$ cat src/rtl/core/fwrs_pkg.sv
// fwrs_pkg: shared types and constants of the fixed-width run segmenter
// no dependencies
`default_nettype none

package fwrs_pkg;

  localparam int unsigned BUF_DEPTH  = 32;
  localparam int unsigned PAIR_LIMIT = 20;
  localparam int unsigned APB_AW     = 4;
  localparam int unsigned APB_DW     = 32;

  typedef logic [1:0] reg_idx_t;
  localparam reg_idx_t REG_GOOD_RATIO = 2'd0;
  localparam reg_idx_t REG_MIN_RUN    = 2'd1;
  localparam reg_idx_t REG_SEPARATOR  = 2'd2;

  localparam logic [8:0]  GOOD_RATIO_RST = 9'd192;
  localparam logic [5:0]  MIN_RUN_RST    = 6'd2;
  localparam logic [31:0] SEPARATOR_RST  = 32'hFFFF_FFFF;

  typedef enum logic [2:0] {
    KIND_BASE       = 3'd0,
    KIND_SEP        = 3'd1,
    KIND_RUN_GAP    = 3'd2,
    KIND_COUNT      = 3'd3,
    KIND_WIDTH      = 3'd4,
    KIND_RUN_VAL    = 3'd5,
    KIND_SINGLE_GAP = 3'd6,
    KIND_SINGLE_VAL = 3'd7
  } kind_t;

  typedef struct packed {
    logic [8:0]  good_ratio;
    logic [5:0]  min_run_length;
    logic [31:0] separator_word;
  } cfg_t;

  typedef enum logic [3:0] {
    ST_IDLE,
    ST_DECIDE,
    ST_CLOSE,
    ST_SEP,
    ST_GAP,
    ST_CNT,
    ST_WID,
    ST_HVAL,
    ST_PGAP,
    ST_PVAL,
    ST_OPEN
  } state_t;

endpackage

`default_nettype wire

$ cat src/rtl/core/fwrs_if.sv
// fwrs_item_if, fwrs_token_if: valid/ready channels of the run segmenter
// depends on fwrs_pkg
`default_nettype none

interface fwrs_item_if;
  logic        valid;
  logic        ready;
  logic [31:0] doc_id;
  logic [31:0] doc_len;
  logic        final_item;

  modport source (output valid, doc_id, doc_len, final_item, input ready);
  modport sink   (input valid, doc_id, doc_len, final_item, output ready);
endinterface

interface fwrs_token_if;
  import fwrs_pkg::*;
  logic        valid;
  logic        ready;
  logic [31:0] word;
  kind_t       kind;
  logic        burst_end;

  modport source (output valid, word, kind, burst_end, input ready);
  modport sink   (input valid, word, kind, burst_end, output ready);
endinterface

`default_nettype wire

$ cat src/rtl/core/fixed_width_run_segmenter.sv
// fixed_width_run_segmenter: top level, apb registers and run sequencer
// flow: a pair is accepted, then decided; no new pair is taken until the state is idle
// again; opening a list emits the base token in the decide state, and a breaking pair
// reopens a run after the close; closing an n-entry run emits separator, gap, count,
// width and n values in header form or a gap and a value per entry in pair form
// reset: synchronous rst clears the run state and registers; the buffer is not cleared
`default_nettype none

module fixed_width_run_segmenter #(
  parameter int unsigned MAX_RUN = 32
) (
  input  wire                          clk,
  input  wire                          rst,
  input  wire                          psel,
  input  wire                          penable,
  input  wire                          pwrite,
  input  wire  [fwrs_pkg::APB_AW-1:0]  paddr,
  input  wire  [fwrs_pkg::APB_DW-1:0]  pwdata,
  output logic [fwrs_pkg::APB_DW-1:0]  prdata,
  output logic                         pready,
  fwrs_item_if.sink                    item,
  fwrs_token_if.source                 res
);
  import fwrs_pkg::*;

  cfg_t cfg;

  fwrs_cfg u_cfg (
    .clk     (clk),
    .rst     (rst),
    .psel    (psel),
    .penable (penable),
    .pwrite  (pwrite),
    .paddr   (paddr),
    .pwdata  (pwdata),
    .prdata  (prdata),
    .pready  (pready),
    .cfg     (cfg)
  );

  fwrs_ctrl #(
    .MAX_RUN (MAX_RUN)
  ) u_ctrl (
    .clk  (clk),
    .rst  (rst),
    .cfg  (cfg),
    .item (item),
    .res  (res)
  );

endmodule

`default_nettype wire

$ cat src/rtl/core/fwrs_cfg.sv
// fwrs_cfg: apb register file holding ratio, minimum run length and separator
// depends on fwrs_pkg
`default_nettype none

module fwrs_cfg (
  input  wire                          clk,
  input  wire                          rst,
  input  wire                          psel,
  input  wire                          penable,
  input  wire                          pwrite,
  input  wire  [fwrs_pkg::APB_AW-1:0]  paddr,
  input  wire  [fwrs_pkg::APB_DW-1:0]  pwdata,
  output logic [fwrs_pkg::APB_DW-1:0]  prdata,
  output logic                         pready,
  output fwrs_pkg::cfg_t               cfg
);
  import fwrs_pkg::*;

  reg_idx_t idx;
  logic     wr;

  assign idx    = paddr[3:2];
  assign wr     = psel & penable & pwrite;
  assign pready = 1'b1;

  always_ff @(posedge clk) begin
    if (rst) begin
      cfg.good_ratio     <= GOOD_RATIO_RST;
      cfg.min_run_length <= MIN_RUN_RST;
      cfg.separator_word <= SEPARATOR_RST;
    end else if (wr) begin
      unique case (idx)
        REG_GOOD_RATIO: cfg.good_ratio     <= pwdata[8:0];
        REG_MIN_RUN:    cfg.min_run_length <= pwdata[5:0];
        REG_SEPARATOR:  cfg.separator_word <= pwdata;
        default: ;
      endcase
    end
  end

  always_comb begin
    unique case (idx)
      REG_GOOD_RATIO: prdata = 32'(cfg.good_ratio);
      REG_MIN_RUN:    prdata = 32'(cfg.min_run_length);
      REG_SEPARATOR:  prdata = cfg.separator_word;
      default:        prdata = '0;
    endcase
  end

endmodule

`default_nettype wire

$ cat src/rtl/core/fwrs_ctrl.sv
// fwrs_ctrl: run buffer memory, run state and token sequencer with output register
// depends on fwrs_pkg and fwrs_if
`default_nettype none

module fwrs_ctrl #(
  parameter int unsigned MAX_RUN = 32
) (
  input  wire             clk,
  input  wire             rst,
  input  fwrs_pkg::cfg_t  cfg,
  fwrs_item_if.sink       item,
  fwrs_token_if.source    res
);
  import fwrs_pkg::*;

  localparam int unsigned DEPTH = (MAX_RUN > BUF_DEPTH) ? BUF_DEPTH : MAX_RUN;
  localparam int unsigned AW    = $clog2(DEPTH);
  localparam int unsigned CW    = $clog2(DEPTH + 1);

  function automatic logic [2:0] byte_width(input logic [31:0] v);
    if (v[31:24] != 8'd0)      return 3'd4;
    else if (v[23:16] != 8'd0) return 3'd3;
    else if (v[15:8] != 8'd0)  return 3'd2;
    else                       return 3'd1;
  endfunction

  logic [31:0] mem [DEPTH];
  logic [31:0] rdata;

  state_t      state, state_next;
  logic [31:0] cur_id, cur_len;
  logic        cur_fin;
  logic [2:0]  cur_w;
  logic        reopen;
  logic        started;
  logic [CW-1:0] run_count;
  logic [31:0] run_first_id, prev_id, prev_end_id;
  logic [2:0]  run_width;
  logic [7:0]  pad_bytes, fit_bytes;
  logic [AW-1:0] idx, idx_next;

  logic        out_valid;
  logic [31:0] out_word;
  kind_t       out_kind;
  logic        out_last;

  logic        slot_free, new_list, extend_ok, idx_last, hdr, close_last;
  logic [8:0]  u_sum, g_sum;
  logic [17:0] need, have;
  logic [5:0]  lim;
  logic        emit, emit_last;
  logic [31:0] emit_word;
  kind_t       emit_kind;
  logic        mem_we;
  logic [AW-1:0] mem_waddr;
  logic        accept, do_open, close_done;

  assign slot_free  = !out_valid || res.ready;
  assign accept     = item.valid && item.ready;
  assign new_list   = !started || (run_count == '0);
  assign u_sum      = 9'(pad_bytes) + 9'(run_width);
  assign g_sum      = 9'(fit_bytes) + 9'(cur_w);
  assign need       = 18'(cfg.good_ratio) * 18'(u_sum);
  assign have       = 18'({g_sum, 8'h00});
  assign extend_ok  = (cur_id == prev_id + 32'd1) && (cur_w <= run_width)
                      && (run_count < CW'(DEPTH)) && (have >= need);
  assign lim        = (cfg.min_run_length > 6'(PAIR_LIMIT)) ? 6'(PAIR_LIMIT)
                                                            : cfg.min_run_length;
  assign hdr        = 6'(run_count) > lim;
  assign idx_last   = (CW'(idx) + CW'(1)) == run_count;
  assign close_last = !(reopen && cur_fin);
  assign close_done = slot_free && idx_last && (state == ST_HVAL || state == ST_PVAL);
  assign do_open    = (state == ST_DECIDE && new_list && slot_free) || state == ST_OPEN;

  assign item.ready    = (state == ST_IDLE);
  assign res.valid     = out_valid;
  assign res.word      = out_word;
  assign res.kind      = out_kind;
  assign res.burst_end = out_last;

  // next state
  always_comb begin
    state_next = state;
    unique case (state)
      ST_IDLE:   if (item.valid) state_next = ST_DECIDE;
      ST_DECIDE: begin
        if (new_list) begin
          if (slot_free) state_next = cur_fin ? ST_CLOSE : ST_IDLE;
        end else if (extend_ok) begin
          state_next = cur_fin ? ST_CLOSE : ST_IDLE;
        end else begin
          state_next = ST_CLOSE;
        end
      end
      ST_CLOSE:  state_next = hdr ? ST_SEP : ST_PGAP;
      ST_SEP:    if (slot_free) state_next = ST_GAP;
      ST_GAP:    if (slot_free) state_next = ST_CNT;
      ST_CNT:    if (slot_free) state_next = ST_WID;
      ST_WID:    if (slot_free) state_next = ST_HVAL;
      ST_HVAL:   if (close_done) state_next = reopen ? ST_OPEN : ST_IDLE;
      ST_PGAP:   if (slot_free) state_next = ST_PVAL;
      ST_PVAL: begin
        if (close_done) state_next = reopen ? ST_OPEN : ST_IDLE;
        else if (slot_free) state_next = ST_PGAP;
      end
      ST_OPEN:   state_next = cur_fin ? ST_CLOSE : ST_IDLE;
      default:   state_next = ST_IDLE;
    endcase
  end

  // outputs
  always_comb begin
    emit      = 1'b0;
    emit_word = '0;
    emit_kind = KIND_BASE;
    emit_last = 1'b0;
    mem_we    = 1'b0;
    mem_waddr = '0;
    idx_next  = idx;
    unique case (state)
      ST_DECIDE: begin
        if (new_list) begin
          emit      = slot_free;
          emit_word = cur_id;
          emit_kind = KIND_BASE;
          emit_last = !cur_fin;
          mem_we    = slot_free;
        end else if (extend_ok) begin
          mem_we    = 1'b1;
          mem_waddr = run_count[AW-1:0];
        end
      end
      ST_CLOSE: idx_next = '0;
      ST_SEP: begin
        emit      = slot_free;
        emit_word = cfg.separator_word;
        emit_kind = KIND_SEP;
      end
      ST_GAP: begin
        emit      = slot_free;
        emit_word = run_first_id - prev_end_id;
        emit_kind = KIND_RUN_GAP;
      end
      ST_CNT: begin
        emit      = slot_free;
        emit_word = 32'(run_count);
        emit_kind = KIND_COUNT;
      end
      ST_WID: begin
        emit      = slot_free;
        emit_word = 32'(run_width);
        emit_kind = KIND_WIDTH;
      end
      ST_HVAL: begin
        emit      = slot_free;
        emit_word = rdata;
        emit_kind = KIND_RUN_VAL;
        emit_last = idx_last && close_last;
        if (slot_free) idx_next = idx + AW'(1);
      end
      ST_PGAP: begin
        emit      = slot_free;
        emit_word = (idx == '0) ? (run_first_id - prev_end_id) : 32'd1;
        emit_kind = KIND_SINGLE_GAP;
      end
      ST_PVAL: begin
        emit      = slot_free;
        emit_word = rdata;
        emit_kind = KIND_SINGLE_VAL;
        emit_last = idx_last && close_last;
        if (slot_free) idx_next = idx + AW'(1);
      end
      ST_OPEN:   mem_we = 1'b1;
      default: ;
    endcase
  end

  // run buffer, registered read addressed by the next index, write forwarded
  always_ff @(posedge clk) begin
    if (mem_we) mem[mem_waddr] <= cur_len;
    rdata <= (mem_we && mem_waddr == idx_next) ? cur_len : mem[idx_next];
  end

  always_ff @(posedge clk) begin
    if (rst) begin
      state        <= ST_IDLE;
      started      <= 1'b0;
      run_count    <= '0;
      reopen       <= 1'b0;
      out_valid    <= 1'b0;
      idx          <= '0;
      run_first_id <= '0;
      prev_id      <= '0;
      prev_end_id  <= '0;
      run_width    <= '0;
      pad_bytes    <= '0;
      fit_bytes    <= '0;
    end else begin
      state     <= state_next;
      idx       <= idx_next;
      out_valid <= emit || (out_valid && !res.ready);
      if (state == ST_DECIDE && !new_list) begin
        reopen <= !extend_ok;
        if (extend_ok) begin
          run_count <= run_count + CW'(1);
          prev_id   <= cur_id;
          pad_bytes <= u_sum[7:0];
          fit_bytes <= g_sum[7:0];
        end
      end
      if (do_open) begin
        run_count    <= CW'(1);
        reopen       <= 1'b0;
        run_first_id <= cur_id;
        prev_id      <= cur_id;
        run_width    <= cur_w;
        pad_bytes    <= '0;
        fit_bytes    <= '0;
      end
      if (state == ST_DECIDE && new_list && slot_free) begin
        started     <= 1'b1;
        prev_end_id <= cur_id;
      end
      if (close_done) begin
        run_count   <= '0;
        prev_end_id <= run_first_id + 32'(run_count) - 32'd1;
        if (!reopen) started <= 1'b0;
      end
    end
  end

  always_ff @(posedge clk) begin
    if (accept) begin
      cur_id  <= item.doc_id;
      cur_len <= item.doc_len;
      cur_fin <= item.final_item;
      cur_w   <= byte_width(item.doc_len);
    end
    if (emit) begin
      out_word <= emit_word;
      out_kind <= emit_kind;
      out_last <= emit_last;
    end
  end

endmodule

`default_nettype wire
$ cat src/flat_wrapper.sv
// flat-port wrapper written by rule: the top's interface ports become plain ports
module fixed_width_run_segmenter_flat import fwrs_pkg::*;
#(
  parameter int unsigned MAX_RUN = 32
)
  (clk, rst, psel, penable, pwrite, paddr, pwdata, prdata, pready, item_valid, item_doc_id, item_doc_len, item_final_item, item_ready, res_valid, res_word, res_kind, res_burst_end, res_ready);
  fwrs_item_if item_i ();
  fwrs_token_if res_i ();
  input  wire clk;
  input  wire rst;
  input  wire psel;
  input  wire penable;
  input  wire pwrite;
  input  wire  [fwrs_pkg::APB_AW-1:0] paddr;
  input  wire  [fwrs_pkg::APB_DW-1:0] pwdata;
  output logic [fwrs_pkg::APB_DW-1:0] prdata;
  output logic pready;
  input wire logic [$bits(item_i.valid)-1:0] item_valid;
  input wire logic [$bits(item_i.doc_id)-1:0] item_doc_id;
  input wire logic [$bits(item_i.doc_len)-1:0] item_doc_len;
  input wire logic [$bits(item_i.final_item)-1:0] item_final_item;
  output wire logic [$bits(item_i.ready)-1:0] item_ready;
  output wire logic [$bits(res_i.valid)-1:0] res_valid;
  output wire logic [$bits(res_i.word)-1:0] res_word;
  output wire logic [$bits(res_i.kind)-1:0] res_kind;
  output wire logic [$bits(res_i.burst_end)-1:0] res_burst_end;
  input wire logic [$bits(res_i.ready)-1:0] res_ready;
  assign item_i.valid = item_valid;
  assign item_i.doc_id = item_doc_id;
  assign item_i.doc_len = item_doc_len;
  assign item_i.final_item = item_final_item;
  assign item_ready = item_i.ready;
  assign res_valid = res_i.valid;
  assign res_word = res_i.word;
  assign res_kind = res_i.kind;
  assign res_burst_end = res_i.burst_end;
  assign res_i.ready = res_ready;
  fixed_width_run_segmenter #(.MAX_RUN(MAX_RUN)) u_core (.clk(clk), .rst(rst), .psel(psel), .penable(penable), .pwrite(pwrite), .paddr(paddr), .pwdata(pwdata), .prdata(prdata), .pready(pready), .item(item_i), .res(res_i));
endmodule
$ cat config.mk
export PLATFORM = sky130hd
export DESIGN_NAME = fixed_width_run_segmenter_flat
export DESIGN_NICKNAME = d
export VERILOG_FILES = /design/src/rtl/core/fwrs_pkg.sv /design/src/rtl/core/fwrs_if.sv /design/src/rtl/core/fixed_width_run_segmenter.sv /design/src/rtl/core/fwrs_cfg.sv /design/src/rtl/core/fwrs_ctrl.sv /design/src/flat_wrapper.sv
export SDC_FILE = /design/constraint.sdc
export NUM_CORES = 2
export LEC_CHECK = 0
export BUFFER_PORTS_ARGS = -buffer_cell sky130_fd_sc_hd__buf_2
export CORE_AREA = 8 8 335 337
export CTS_CLUSTER_SIZE = 16
export DETAILED_ROUTE_END_ITERATION = 10
export DIE_AREA = 0 0 343 345
export HOLD_SLACK_MARGIN = 0.06
export PLACE_DENSITY_LB_ADDON = 0.3
export SETUP_SLACK_MARGIN = 0.15
export SLEW_MARGIN = 20
export SYNTH_ARGS = -nofsm -noshare
export SYNTH_HDL_FRONTEND = slang
export SYNTH_SLANG_ARGS = --single-unit
$ cat constraint.sdc
create_clock -name clk -period 14.25 [get_ports clk]
set_clock_uncertainty 0.05 [all_clocks]
set_input_delay 2.85 -clock clk [delete_from_list [all_inputs] [get_ports clk]]
set_output_delay 2.85 -clock clk [all_outputs]
set_load 0.02 [all_outputs]
* After elaboration in Yosys (flattened, before gate mapping) *
Memories as Yosys holds them, arrays and structs flattened. A register that Yosys moved wholly into a read port is not among the register bits.
Index checks and enable logic that the tools add are counted.

word-level totals
  bits in registers = 284
  bits in writable memories = 1024
  bits of input ports = 108
  output and inout bits = 71
  logic and storage cells = 158
  memories = 1

operators by class
  add/sub/neg operators = 9
  multipliers = 1
  $lt $le $gt $ge = 5
  eq/ne operators = 23
  mux-type cells = 49
  bitwise logic cells = 2
  reduce and logical (&&, ||, !) cells = 45

memory list
  memory             words  bits a word  rd ports  clocked after Yosys merged registers in  wr ports  line             RTL
  u_core.u_ctrl.mem  32     32           1         1                                        1         fwrs_ctrl.sv:27  logic [31:0] mem [DEPTH];

operator list
  cell                                                                    number
  32-bit two-way mux                                                      7
  32-bit case mux with 7 select lines                                     1
  32-bit case mux with 3 select lines                                     1
  4-bit two-way mux                                                       13
  4-bit case mux with 11 select lines                                     1
  32-bit by 1-bit adder with 32-bit output (second input constant)        1
  32-bit by 6-bit adder with 32-bit output                                1
  32-bit equality test                                                    1
  32-bit by 1-bit subtractor with 32-bit output (second input constant)   1
  32-bit subtractor                                                       1
  8-bit nonzero test                                                      3
  3-bit case mux with 7 select lines                                      1
  5-bit two-way mux                                                       4
  8-bit by 3-bit adder with 9-bit output                                  2
  17-bit by 18-bit greater-or-equal comparator with 1-bit output          1
  9-bit by 9-bit multiplier with 18-bit output                            1
  4-bit by 3-bit equality test with 1-bit output (second input constant)  4
  2-bit != test (second input constant)                                   7
  4-bit equality test (second input constant)                             3
  1-bit logical AND                                                       12
  1-bit two-way mux                                                       12
  5-bit case mux with 2 select lines                                      1
  2-bit AND reduction                                                     5
  9-bit AND reduction                                                     1
  27 further kinds                                                        49

* Logic depth before layout (Yosys ltp) *
  word-level depth = 10
  depth in mapped cells = 36

* Hierarchy *
Synthesis repeated with hierarchy kept, for this count alone.

second synthesis, totals
  cells, all modules = 3862
  area total of the unflattened synthesis = 59006.6 um^2

by module, submodules not included
  module     instances  cells each  area each (um^2)
  fwrs_ctrl  1          3606        56711.9
  fwrs_cfg   1          256         2294.7

* Worst setup path after synthesis *
OpenSTA, ideal clock, no wires.

  path type = register to register
  start point = register u_core.u_ctrl.run_width[0]
  end point = memory u_core.u_ctrl.mem[18][0] (enable)
  library setup time = 0.421 ns
  arrival = 8.340 ns
  required time = 13.779 ns
  path slack = 5.439 ns
  cell stages (with the launch flop) = 32
  clock period less this slack = 8.811 ns
  path through = dfxtp_1 -> ha_1 -> fa_1 -> a21o_1 -> and2_1 -> and3_1 -> xor2_1 -> nand2_1 -> fa_1 -> fa_1 -> inv_1 -> fa_1 -> inv_1 -> fa_1 -> inv_1 -> ha_1 -> or4_1 -> o21a_1 -> a21oi_1 -> o21bai_1 -> xnor2_1 -> ha_1 -> nand2_1 -> nor4_1 -> o2111ai_1 -> a31oi_1 -> o21ai_0 -> nand2b_1 -> nand3_1 -> nor4_4 -> nand3_1 -> nor2_1

between the ends
  word-level cells in the longest chain between the ends = 9
  elaborated cells on any way between the ends = 15
  those cells by class = add/sub (1); mul (1); order compare (2); mux (8); reduce/logical (3)

RTL lines
  item                                                                                                        line                              RTL
  from (decl)                                                                                                 fwrs_ctrl.sv:38                   logic [2:0] run_width;
  from (signal assigned)                                                                                      fwrs_ctrl.sv:216                  run_width <= cur_w;
  8-bit by 3-bit adder with 9-bit output / 3-bit <= comparator (equally long branches)                        fwrs_ctrl.sv:61, fwrs_ctrl.sv:65
  9-bit by 9-bit multiplier with 18-bit output / 1-bit logical AND (equally long branches)                    fwrs_ctrl.sv:63, fwrs_ctrl.sv:65
  17-bit by 18-bit greater-or-equal comparator with 1-bit output / 1-bit logical AND (equally long branches)  fwrs_ctrl.sv:66                   && (run_count < CW'(DEPTH)) && (have >= need);
  1-bit logical AND *                                                                                         fwrs_ctrl.sv:66
  1-bit two-way mux                                                                                           fwrs_ctrl.sv:128                  end else if (extend_ok) begin
  1-bit two-way mux                                                                                           fwrs_ctrl.sv:122                  if (new_list) begin
  1-bit case mux with 2 select lines                                                                          fwrs_ctrl.sv:120                  unique case (state)
  1-bit two-way mux                                                                                           fwrs_ctrl.sv:180                  if (mem_we) mem[mem_waddr] <= cur_len;
  1-bit two-way mux (implied by the code)                                                                     fwrs_ctrl.sv:180
  to (decl)                                                                                                   fwrs_ctrl.sv:27

Mark *: on every way between the ends. The rest lies on a longest branch, timed or not.

* Worst setup path after layout *
  start point = register u_core.u_ctrl.run_width[0]
  end point = memory u_core.u_ctrl.mem[16][6] (enable)

The elaborated chain is that of the path after synthesis.

==> results.cfg <==
[sta]
finalCritPeriodShare_pct = 72.6
hold_viol_final = 0
max_freq_mhz = 96.7
setup_tns_ns = 0
maxSlewHeadroom_pct = 18.9
setup_violations = 0
rsz0062_at_grt = false
period_minus_slack_ns = 10.34
drv_slew = 0
worstMarginPinSlew_ns = 1.21

[power]
p_comb_share_pct = 27.4
pwr-share-seq_pct = 42.6
swShare_pct = 32.5
p_sw_mw = 3.86
power_density_mw_per_mm2 = 181
total_power_mw = 11.9
ir_drop_mv = 0.154
p_leak_nw = 22.0
p_int_mw = 8.03
clkPwrFrac_pct = 30.0

[drt]
antenna_left = 0
vias = 34800
via_per_inst = 6.39
drt_iter0_drc = 4170
routed_wl_mm = 156
drc_errors = 0
drtPass1Iterations = 6
wl_per_cell_um = 28.6

[cts]
root_buffer = clkbuf_16
cts_buffers = 134
clkSinkCount = 1313
clk_latency_ns = 0.75
cts_hold_buf = 0
cts_resized = 0
ctsLongestPathBuffers = 3
post-cts-setup-buffers = 0
cts.htree.levels = 4
clk_pin_slew_ns = 0.06
tritoncts = yes

[setup_path]
startpoint_type = register
slowest_delay_ns = 0.96
rrSetupSlack_ns = 3.91
cp_max_fo = 18
crit_path_frequent_cell = fa_1
path_class = reg -> reg
worst_r2r_startpoint = u_core.u_ctrl.run_width[0]$_SDFFE_PP0P_
reg2reg_depth = 32
end_kind = register
r2r_end = u_core.u_ctrl.mem[16][6]$_DFFE_PP_
crit_path_top_delay_cell = nor2_4
cp_data_arrival_time_ns = 10.69
cp.required_ns = 14.59

[grt]
gr-total-overflow = 0
antenna_found_initial = 6
grt_pass1_wl_mm = 226
grt_max_degree = 153
grt_pass1_vias = 34400
grt_usage_pct = 25.9

[final_layout]
stdcell_area_mm2 = 0.0656
postLayoutCoreUtil_pct = 61.5
area_growth_pct = 12.3
fin_nets = 4220
final_cells = 5440
layout-drive-gt1-share_pct = 20.5

[synthesis]
synth_seq_cells = 1313
netlist.area_leader.share_pct = 58.0
synth_edf_count = 1128
synth.distinct_cells = 86
ys_top_cells_by_area = edfxtp_1 58%, mux4_2 12%, dfxtp_1 6.3%, ha_1 2.9%, fa_1 1.9%
seq_area_frac_synth_pct = 64.3
synthCells = 3738
yosys_warnings = 0
synth_area_mm2 = 0.0584
synth_top_area_cell = edfxtp_1
synth-async-reset-ratio_pct = 0
synth.avg_cell_area_um2 = 15.6
synth_flop_cell = edfxtp_1

[floorplan]
num_rows = 120
ios = 179
fp.dieW_um = 343
initial_utilization_pct = 54.8
core_area_mm2 = 0.107
dieArea_mm2 = 0.118
die_y_um = 345

[placed_design]
dp.cells = 5191
place.port_buffers = 175
gp_congestion = 0.905
post-dp-hpwl_mm = 88.3
placed_area_mm2 = 0.0611

[outcome]
status = finished, final reports clean

[hold_path]
holdCritStartpoint = u_core.u_ctrl.prev_end_id[5]$_SDFFE_PP0P_
hold_end = u_core.u_ctrl.prev_end_id[5]$_SDFFE_PP0P_
hold_path.class = reg -> reg
holdPathStages = 2

[flow_run]
max_cap_violations = 0
-- critical path, delay by kind of cell, from the launching register on --
kind                     cells  cell delay [ns]
flip-flops                   1             0.36
AND/OR/NAND/NOR             11             3.95
XOR/XNOR                     2             0.74
AO/OA/AOI/OAI                7             1.11
buffers and inverters        4             0.64
adder cells (fa/ha/maj)      8             3.13
-- per-stage QoR --
step | setup WS (ns) | hold WS, ns
2_1_floorplan | 5.44 | 0.382
3_3_place_gp | 4.15 | 0.390
3_5_place_dp | 4.00 | 0.403
4_1_cts | 3.96 | 0.414
5_1_grt | 3.46 | 0.449
6_report | 3.91 | 0.416
-- power groups by stage --
stage          Sequential, mW  Clock (mW)  Combinational [mW]
6_report                 5.07        3.56                3.27
5_1_grt                  5.10        3.74                3.54
4_1_cts                  5.06        3.60                3.24
3_5_place_dp             5.13           0                3.21
3_3_place_gp             5.12           0                3.17
2_1_floorplan            5.01           0                2.30
-- Yosys cell counts, types with 25 or more instances --
master	instances
nand3b_1	33
fa_1	54
and2_1	72
o21ai_0	99
dfxtp_1	185
a21oi_1	191
edfxtp_1	1128
ha_1	134
buf_1	41
xnor2_1	76
xor2_1	45
mux2i_1	105
nand3_1	48
clkbuf_1	128
nor4_1	25
nor3_1	27
nand2_1	269
inv_1	203
a21o_1	28
mux4_2	320
nor2_1	157
-- how the worst max path moves through the flow --
stage	to	start	slack, ns
2_1_floorplan	u_core.u_ctrl.mem[18][0]$_DFFE_PP_	u_core.u_ctrl.run_width[0]$_SDFFE_PP0P_	5.44
3_3_place_gp	u_core.u_ctrl.mem[17][11]$_DFFE_PP_	u_core.u_ctrl.run_width[0]$_SDFFE_PP0P_	4.15
3_5_place_dp	u_core.u_ctrl.mem[16][29]$_DFFE_PP_	u_core.u_ctrl.run_width[0]$_SDFFE_PP0P_	4.00
4_1_cts	u_core.u_ctrl.mem[16][6]$_DFFE_PP_	u_core.u_ctrl.run_width[0]$_SDFFE_PP0P_	3.96
5_1_grt	u_core.u_ctrl.mem[16][6]$_DFFE_PP_	u_core.u_ctrl.run_width[0]$_SDFFE_PP0P_	3.46
6_report	u_core.u_ctrl.mem[16][6]$_DFFE_PP_	u_core.u_ctrl.run_width[0]$_SDFFE_PP0P_	3.91
-- metal layers --
metal / global-route usage [%] / share of wire, %
met1: 34.6 / 39
met2: 42.2 / 48
met3: 5.03 / 9.2
met4: 9.61 / 3.6
met5: 0 / 0.0083
-- layout by cell type (no fill, tap or decap), types with 24 or more instances in the layout --
cell type,n
nand3_1,48
nor2_1,123
a21o_1,28
ha_1,134
clkbuf_16,137
nor4_1,24
nor2_4,34
and2_1,71
fa_1,54
a21oi_1,190
edfxtp_1,1128
xnor2_1,76
mux4_2,320
nand2_1,268
nand3b_1,33
clkbuf_1,30
o21ai_0,99
dfxtp_1,180
inv_1,202
xor2_1,45
mux2i_1,105
buf_4,59
buf_2,174
nor3_1,25
-- sequential cells by signal, summed over array words and instances, names as in the netlist, named ones only --
name                         cells
u_core.u_ctrl.run_width          3
u_core.u_ctrl.cur_len           32
u_core.u_ctrl.run_first_id      32
u_core.u_ctrl.mem             1024
u_core.u_ctrl.res.burst_end      1
u_core.u_ctrl.res.kind           3
u_core.u_ctrl.fit_bytes          8
u_core.u_ctrl.idx                5
u_core.u_ctrl.run_count          6
u_core.u_ctrl.res.valid          1
u_core.u_ctrl.started            1
u_core.u_ctrl.pad_bytes          8
u_core.u_ctrl.state              4
u_core.u_ctrl.res.word          32
u_core.u_ctrl.cur_w              3
u_core.u_ctrl.cur_fin            1
u_core.u_ctrl.reopen             1
u_core.u_cfg.cfg                47
u_core.u_ctrl.prev_id           32
u_core.u_ctrl.cur_id            32
u_core.u_ctrl.prev_end_id       32
-- logic make-up (layout without fill, tap and decap cells) --
kind of cell / count (synthesis) / in the layout / share of synthesized area, %
adders and majority gates: 188 / 188 / 4.72
DFF: 1313 / 1313 / 64.3
other: 1 / 6 / 0.00642
AOI/OAI and AO/OA: 533 / 533 / 5.76
and+or+nand+nor: 759 / 759 / 6.52
buffers and inverters: 392 / 686 / 2.61
muxes: 431 / 431 / 14.3
xor gates and xnor gates: 121 / 121 / 1.81
-- area by class of cell --
type / count / area, um^2
clock inverter: 75 / 877
antenna: 4 / 10.0
fill: 7658 / 41000
multi-input combinational: 2034 / 19600
clock buffer: 170 / 3580
tap: 1403 / 1760
inverter: 205 / 769
timing repair buffer: 236 / 1370
sequential: 1313 / 37600
(Power assumes the default switching activity.)
